`src/rtl/core/flac_pkg.sv`:
```
// ----------------------------------------------------------------------------
// flac_pkg
// Shared types and constants for the fully associative LRU tag cache.
// ----------------------------------------------------------------------------
package flac_pkg;

  localparam int WAYS   = 8;
  localparam int WAYS_W = (WAYS > 1) ? $clog2(WAYS) : 1;
  localparam int ADDR_W = 32;
  localparam int CNT_W  = 32;
  localparam int SLOT_W = 3;

  localparam logic [CNT_W-1:0] COUNT_MAX = '1;

  typedef logic [WAYS_W-1:0] way_t;
  typedef logic [ADDR_W-1:0] tag_t;

  // Recency update request from the sequencer to the LRU order
  typedef struct packed {
    logic en;
    way_t way;
  } touch_t;

endpackage

```
`src/rtl/core/flac_lru.sv`:
```
// ----------------------------------------------------------------------------
// flac_lru
// Recency order of the cache slots, front = most recently used.
// ----------------------------------------------------------------------------
module flac_lru (
  input  logic              clk,
  input  logic              rst_n,
  input  flac_pkg::touch_t  touch,
  output flac_pkg::way_t    victim
);

  flac_pkg::way_t order_r   [flac_pkg::WAYS];
  flac_pkg::way_t order_nxt [flac_pkg::WAYS];
  flac_pkg::way_t pos;

  assign victim = order_r[flac_pkg::WAYS-1];

  // Find the touched slot (back entry if absent), shift the entries in
  // front of it back by one and place the slot at the front.
  always_comb begin
    pos = flac_pkg::way_t'(flac_pkg::WAYS-1);
    for (int k = flac_pkg::WAYS-1; k >= 0; k--) begin
      if (order_r[k] == touch.way) begin
        pos = flac_pkg::way_t'(k);
      end
    end
    order_nxt[0] = touch.way;
    for (int p = 1; p < flac_pkg::WAYS; p++) begin
      if (flac_pkg::way_t'(p) <= pos) begin
        order_nxt[p] = order_r[p-1];
      end else begin
        order_nxt[p] = order_r[p];
      end
    end
  end

  always_ff @(posedge clk) begin
    if (!rst_n) begin
      for (int k = 0; k < flac_pkg::WAYS; k++) begin
        order_r[k] <= flac_pkg::way_t'(flac_pkg::WAYS-1-k);
      end
    end else if (touch.en) begin
      for (int k = 0; k < flac_pkg::WAYS; k++) begin
        order_r[k] <= order_nxt[k];
      end
    end
  end

endmodule

```
`src/rtl/core/fully_assoc_lru_tag_cache_core.sv`:
```
// ----------------------------------------------------------------------------
// fully_assoc_lru_tag_cache_core
// Eight-way fully associative tag cache with LRU replacement and counters.
// ----------------------------------------------------------------------------
// Each input transaction carries one address. A single tag comparator walks
// the slots one per cycle, lowest slot first, and stops at the first valid
// slot whose tag equals the address. A hit ends the walk at its slot and a
// miss walks every slot; either way the sequencer then moves through the
// update state and the done state, from which the result is loaded into the
// result register once that is free. Only one transaction is in flight:
// in_stall stays high from acceptance until its result is
// loaded into the output register, which may still be waiting to be taken
// when the next transaction is accepted. On a miss the address replaces the
// least recently used slot, which becomes valid. Either way the slot moves
// to the front of the recency order. Hit and access counts saturate at
// all ones. After reset no slot is valid, so address zero misses.
// ----------------------------------------------------------------------------
module fully_assoc_lru_tag_cache_core (
  input  logic        clk,
  input  logic        rst_n,
  input  logic        in_valid,
  output logic        in_stall,
  input  logic [31:0] in_address,
  output logic        out_valid,
  input  logic        out_stall,
  output logic        out_hit,
  output logic [2:0]  out_slot,
  output logic [31:0] out_hit_count,
  output logic [31:0] out_access_count
);

  // Sequencer states
  localparam logic [1:0] S_IDLE   = 2'd0;
  localparam logic [1:0] S_SEARCH = 2'd1;
  localparam logic [1:0] S_UPDATE = 2'd2;
  localparam logic [1:0] S_DONE   = 2'd3;

  logic [1:0]             state_r, state_nxt;
  flac_pkg::tag_t         addr_r;
  flac_pkg::way_t         idx_r, idx_nxt;
  logic                   hit_r, hit_nxt;
  flac_pkg::way_t         way_r, way_nxt;
  flac_pkg::tag_t         tag_r [flac_pkg::WAYS];
  logic [flac_pkg::WAYS-1:0] valid_r;
  logic [flac_pkg::CNT_W-1:0] hits_r, acc_r;

  logic                   out_valid_r;
  logic                   out_hit_r;
  logic [2:0]             out_slot_r;
  logic [31:0]            out_hit_count_r, out_access_count_r;

  logic                   in_take;
  logic                   out_load;
  logic                   match;
  flac_pkg::way_t         victim;
  flac_pkg::touch_t       touch;

  assign in_stall = (state_r != S_IDLE);
  assign in_take  = in_valid && !in_stall;
  assign out_load = (state_r == S_DONE) && (!out_valid_r || !out_stall);

  // The shared comparator: one slot per cycle
  assign match = valid_r[idx_r] && (tag_r[idx_r] == addr_r);

  assign touch.en  = (state_r == S_UPDATE);
  assign touch.way = way_r;

  flac_lru u_lru (
    .clk    (clk),
    .rst_n  (rst_n),
    .touch  (touch),
    .victim (victim)
  );

  always_comb begin
    state_nxt = state_r;
    idx_nxt   = idx_r;
    hit_nxt   = hit_r;
    way_nxt   = way_r;
    case (state_r)
      S_IDLE: begin
        if (in_valid) begin
          idx_nxt   = '0;
          state_nxt = S_SEARCH;
        end
      end
      S_SEARCH: begin
        if (match) begin
          // Hit: stop the walk at the first matching slot
          hit_nxt   = 1'b1;
          way_nxt   = idx_r;
          state_nxt = S_UPDATE;
        end else if (idx_r == flac_pkg::way_t'(flac_pkg::WAYS-1)) begin
          // Miss: take the least recently used slot
          hit_nxt   = 1'b0;
          way_nxt   = victim;
          state_nxt = S_UPDATE;
        end else begin
          idx_nxt = idx_r + 1'b1;
        end
      end
      S_UPDATE: begin
        state_nxt = S_DONE;
      end
      S_DONE: begin
        if (!out_valid_r || !out_stall) begin
          state_nxt = S_IDLE;
        end
      end
      default: begin
        state_nxt = S_IDLE;
      end
    endcase
  end

  // Control state
  always_ff @(posedge clk) begin
    if (!rst_n) begin
      state_r <= S_IDLE;
      valid_r <= '0;
      hits_r  <= '0;
      acc_r   <= '0;
    end else begin
      state_r <= state_nxt;
      if (state_r == S_UPDATE) begin
        // Count the access, and the hit if any; hold at the maximum
        if (acc_r != flac_pkg::COUNT_MAX) begin
          acc_r <= acc_r + 1'b1;
        end
        if (hit_r && (hits_r != flac_pkg::COUNT_MAX)) begin
          hits_r <= hits_r + 1'b1;
        end
        if (!hit_r) begin
          valid_r[way_r] <= 1'b1;
        end
      end
    end
  end

  // Payload state
  always_ff @(posedge clk) begin
    idx_r <= idx_nxt;
    hit_r <= hit_nxt;
    way_r <= way_nxt;
    if (in_take) begin
      addr_r <= flac_pkg::tag_t'(in_address);
    end
    if ((state_r == S_UPDATE) && !hit_r) begin
      tag_r[way_r] <= addr_r;
    end
  end

  // Result register: hold until taken
  always_ff @(posedge clk) begin
    if (!rst_n) begin
      out_valid_r <= 1'b0;
    end else if (out_load) begin
      out_valid_r <= 1'b1;
    end else if (!out_stall) begin
      out_valid_r <= 1'b0;
    end
  end

  always_ff @(posedge clk) begin
    if (out_load) begin
      out_hit_r          <= hit_r;
      out_slot_r         <= 3'(way_r);
      out_hit_count_r    <= 32'(hits_r);
      out_access_count_r <= 32'(acc_r);
    end
  end

  assign out_valid        = out_valid_r;
  assign out_hit          = out_hit_r;
  assign out_slot         = out_slot_r;
  assign out_hit_count    = out_hit_count_r;
  assign out_access_count = out_access_count_r;

`ifndef SYNTHESIS
  // A hit can only come from a slot that already holds a valid tag
  a_hit_valid_slot: assert property (@(posedge clk) disable iff (!rst_n)
    (state_r == S_SEARCH) && match |=> valid_r[way_r])
    else $error("hit reported on an invalid slot");

  // Hits never outrun accesses
  a_hits_le_acc: assert property (@(posedge clk) disable iff (!rst_n)
    out_valid_r |-> (out_hit_count_r <= out_access_count_r))
    else $error("hit count exceeds access count");

  // A miss leaves the filled slot valid
  a_miss_fills: assert property (@(posedge clk) disable iff (!rst_n)
    (state_r == S_UPDATE) && !hit_r |=> valid_r[$past(way_r)])
    else $error("miss did not mark its slot valid");
`endif

endmodule
```
`config.mk`:
```
export PLATFORM = sky130hd
export DESIGN_NAME = fully_assoc_lru_tag_cache_core
export DESIGN_NICKNAME = d
export VERILOG_FILES = /design/src/rtl/core/flac_pkg.sv /design/src/rtl/core/flac_lru.sv /design/src/rtl/core/fully_assoc_lru_tag_cache_core.sv
export SDC_FILE = /design/constraint.sdc
export NUM_CORES = 1
export LEC_CHECK = 0
export BUFFER_PORTS_ARGS = -buffer_cell sky130_fd_sc_hd__buf_2
export CORE_MARGIN = 2
export CORE_UTILIZATION = 43
export DETAILED_ROUTE_END_ITERATION = 8
export PLACE_DENSITY = 0.66
export SLEW_MARGIN = 10
export SYNTH_ARGS = -nofsm -noshare
export SYNTH_HDL_FRONTEND = slang
export SYNTH_SLANG_ARGS = --single-unit
```
`constraint.sdc`:
```
create_clock -name clk -period 4.9 [get_ports clk]
set_input_delay 0.98 -clock clk [delete_from_list [all_inputs] [get_ports clk]]
set_output_delay 0.98 -clock clk [all_outputs]
set_load 0.03 [all_outputs]
```
## Yosys cells after proc, flatten, opt, wreduce, memory -nomap -nowiden

Memory sizes are Yosys's and may differ from the RTL's. A register that Yosys moved wholly into a read port is not among the register bits.
Index checks and enable logic that the tools add are counted.
Widths: inputs -> output; s select.

- Memory bits (writable): 280
- Register bits: 182
- Output and inout bits: 70
- Memories kept: 2
- Bits of input ports: 36

Memory list:

| name | depth | bits a word | read ports | clocked after memory_dff | write ports | line | text |
|---|---|---|---|---|---|---|---|
| tag_r | 8 | 32 | 1 | 1 | 1 | fully_assoc_lru_tag_cache_core.sv:43 | `flac_pkg::tag_t tag_r [flac_pkg::WAYS];` |
| u_lru.order_r | 8 | 3 | 8 | 0 | 8 | flac_lru.sv:12 | `flac_pkg::way_t order_r [flac_pkg::WAYS];` |

- Mux-type cells: 47
- Magnitude comparators: 10
- Equality and inequality tests: 20
- Add/subtract/negate cells: 3
- Bitwise gates (word level): 10
- Reductions and logical operators: 21

Operators with widths:

| cell | count |
|---|---|
| $mux 3 | 25 |
| $add 32x1->32 const B | 2 |
| $ne 32x32->1 const B | 2 |
| $eq 32x32->1 | 1 |
| $eq 3x3->1 | 7 |
| $le 3x3->1 const A | 4 |
| $mux 1 | 12 |
| $mux 2 | 6 |
| $lt 3x4->1 const B | 2 |
| $or 1x1->1 | 8 |
| $or 8x8->8 | 1 |
| $pmux 2 s4 | 1 |
| $reduce_and 2->1 | 4 |
| $le 2x3->1 const A | 2 |
| $logic_and 1x1->1 | 6 |
| $ne 2x2->1 const B | 3 |
| $pmux 3 s2 | 1 |
| $reduce_bool 2->1 | 3 |
| $eq 2x2->1 const B | 2 |
| $logic_not 1->1 | 4 |
| $ne 2x1->1 const B | 2 |
| $reduce_and 4->1 | 1 |
| $add 3x1->3 const B | 1 |
| $bmux 1 s3 | 1 |
| 10 further kinds | 10 |

## Logic depth before layout (Yosys ltp)

An unclocked memory read counts as a cell.

- Depth after elaboration: 12
- Gate-level depth with buffers: 12
- Mapped depth without buffers: 8

## Cells and area by module

From an unflattened synthesis, not the netlist that was laid out.

- Cells, all modules: 1136
- Area, all modules: 18352.6 µm²

Modules (own cells, without submodules):

| module | seq. area each (µm²) | cells an instance | area an instance (µm²) | instances |
|---|---|---|---|---|
| fully_assoc_lru_tag_cache_core | 12462.0 | 1043 | 17110.2 | 1 |
| flac_lru | 720.7 | 93 | 1242.4 | 1 |

## Worst setup path before layout

No wires, ideal clock.

- Kind: input -> register
- From: input port out_stall
- To: register out_access_count_r[0] (netlist: out_access_count[0]) (enable)
- Buffers on the path: 0
- Setup time: 0.502 ns
- Arrival time: 4.212 ns
- Slack: 0.186 ns
- Cell stages on the path: 2
- Path through: and2_1 nor2b_1

- Word-level cells in the longest chain between the ends: 3

RTL lines:

| what | line | text |
|---|---|---|
| from (decl) | fully_assoc_lru_tag_cache_core.sv:25 | `input logic out_stall,` |
| $logic_not 1->1 | n/a |  |
| $logic_or 1x1->1 | fully_assoc_lru_tag_cache_core.sv:60 | `assign out_load = (state_r == S_DONE) && (!out_valid_r \|\| !out_stall);` |
| $logic_and 1x1->1 | fully_assoc_lru_tag_cache_core.sv:60 |  |
| named net out_load | fully_assoc_lru_tag_cache_core.sv:53 | `logic out_load;` |
| to (signal assigned) | fully_assoc_lru_tag_cache_core.sv:169 | `out_access_count_r <= 32'(acc_r);` |
| to (decl) | fully_assoc_lru_tag_cache_core.sv:50 | `logic [31:0] out_hit_count_r, out_access_count_r;` |

The timed path passes the listed nets, and every way through them passes these cells.
A chain may end at the register's enable or synchronous reset.

==> results.ini <==
[clock_network]
post_cts.repair.setup_buffers=0
cts.path.max_buffers=3
path_clk_slew_ps=60
cts.sinks=465
cts_tree=yes
ctsHtreeMaxLevel=2
hold_buffers=0
cts_buffers=48
clkLatencyLatePin_ps=580
root_buffer=clkbuf_16
cts_resized=0

[route]
drtAntennaViolNets=0
viasPerCell=5.287
route.vias.total=9463
drc=0
drtIter0Drc=706
routed_wl_mm=35.09
drt_pre_antenna_iters=4
wire_per_inst_microns=19.60

[yosys]
synth_top_family_by_area=multiplexers
yosysTopAreaCell=edfxtp_1
synth_xor_area_share_pct=4.987
ys_top_cells_by_area=edfxtp_1 64%, dfxtp_1 8.5%, mux4_2 7.5%
yosys_warnings=0
yosys.cell_count.top_type=edfxtp_1
synth_mux_area_share_pct=10.09
async_flop_share_pct=0
synth-simple-area-share_pct=8.536
syn_inst=1077
yosysTopAreaCellShare_pct=63.63
ys_seq_area_share_pct=72.18
synth-edff-count=387
synthDistinctLibCells=48
ys_ff_latch=465
synth-main-ff-cell=edfxtp_1
synth_compound_area_share_pct=2.124
synthAdderAreaFrac_pct=0.6166
netlist_area_sq_um=18260
syn-num-nets=1122
avgSynthCellArea_sq_um=16.96
netlist_top_cells_count=387 x edfxtp_1, 78 x dfxtp_1, 62 x xnor2_1

[place]
place_congestion=0.7890
hpwl_mm=20.65
dp_cells=1700
dp_slack_ps=918.0
portBuffers=105

[run]
drv_cap=0

[sta]
tightest_slew_ps=1064
setup_slack_ps=866.3
period_share_pct=82.32
finalSetupTns_ps=0
fin_skew_ps=22.49
setup_viol=0
hold_viol=0
rsz0062_at_grt=no
final_max_slew_viol_count=0
fin_crit_ps=4034
fmax_mhz=247.9
relSlewSlack_pct=28.43

[run_status]
status=complete, no violations

[die]
core.rowCount=75
fp.coreArea_sq_um=41950
die-area_sq_um=44140
die_w_microns=210.1
ios=106
die_y_microns=210.1
initial_core_util_pct=43.54

[cells_and_area]
area_delta_synth_final_pct=15.24
drive_above_1_share_pct=23.10
antenna_cells=0
nNetsFinal=1256
fin_cells=1790

[min_path]
hp-class=reg2reg

[global_route]
grt_pass1_vias=9583
antenna_found_initial=1
grt_use_total_pct=16.17
grt_pass1_wl_mm=54.74
overflow=0
grt_max_degree=55

[critical_path]
path_class=reg2reg
arrival_ps=4360
required_ps=5230
cp-end-kind=flip-flop
cp_max_fo=29
critPathLaunchType=flip-flop

[power]
peakVddDrop_mv=0.2609
p_leak_nw=7.098
p_per_area_nw_per_um2=478.8

cell families after synthesis:
family / after synthesis
compound gates: 54
flops: 465
simple gates: 280
fa+ha+maj: 9
xor+xnor: 104
mux: 107
buf+inv: 58
metrics by stage:
step	util, %	instance area (sq um)	hold WS, ps	total power [mW]
after CTS	50.17	21050	438.0	10.20
after floorplan	-	18260	408.2	6.178
after global placement	46.45	19480	419.0	6.598
final	50.18	21050	434.6	10.08
after global routing	50.18	21050	453.3	10.50
after detailed placement	46.45	19480	423.1	6.620
final timing paths:
check / slack, ps / startpoint / cells past startpoint / endpoint
max: 870 / flip-flop / 8 / way_r[1]
max reg2reg: 870 / flip-flop / 8 / way_r[1]
min: 430 / acc_r[15] / 0 / out_access_count[15]
min reg2reg: 430 / acc_r[15] / 0 / out_access_count[15]
flip-flops by register name (all words and copies together) (netlist names), 8 cells and up, named ones only:
signal            count
acc_r                32
addr_r               32
hits_r               32
out_access_count     32
out_hit_count        32
tag_r               256
u_lru.order_r        24
valid_r               8
critical path, stage by stage, from the launching register on:
cell and delay (ps):
dfxtp_4 750, buf_4 460, mux4_2 550, nor2_1 140, nor3_1 60, a2111oi_0 470
nand3_1 190, nor4_1 710, mux2_2 420
layout make-up:
type,instances,area (sq um)
clock buffer,68,1399
inverter,19,71.32
tap,539,674.4
multi-input combinational,554,4878
fill,3391,20900
timing repair buffer,123,673.1
clock inverter,22,162.7
sequential,465,13190
power breakdown:
group          switching (mW)  internal (mW)
sequential              0.328           4.62
combinational           0.821          0.741
clock                    1.47           2.09
total                    2.62           7.45
layout by cell type (no fill, tap or decap), drive strengths merged, types with 5 or more instances in the layout:
cell and instances:
o21a 12, nand2 46, xnor2 62, clkinv 19
mux2 7, buf 123, nand3 33, inv 19
and4 7, and2 57, a21boi 9, or2 11
nor3 20, or3 11, mux2i 39, o21ai 16
nand4 15, edfxtp 387, nor4 13, nand3b 5
xor2 42, nor2 22, dfxtp 78, nor2b 14
mux4 61, ha 9, and3 14, nand2b 7
clkbuf 68
routing by layer:
layer	global-route usage (%)	up-vias	part of all wire [%]
met5	0	-	0.037
met4	5.405	2	2.3
met1	22.06	4785	44
met3	4.574	58	6.6
li1	-	4384	-
met2	25.10	234	47
No activity file was read; power rests on OpenSTA's default activity.
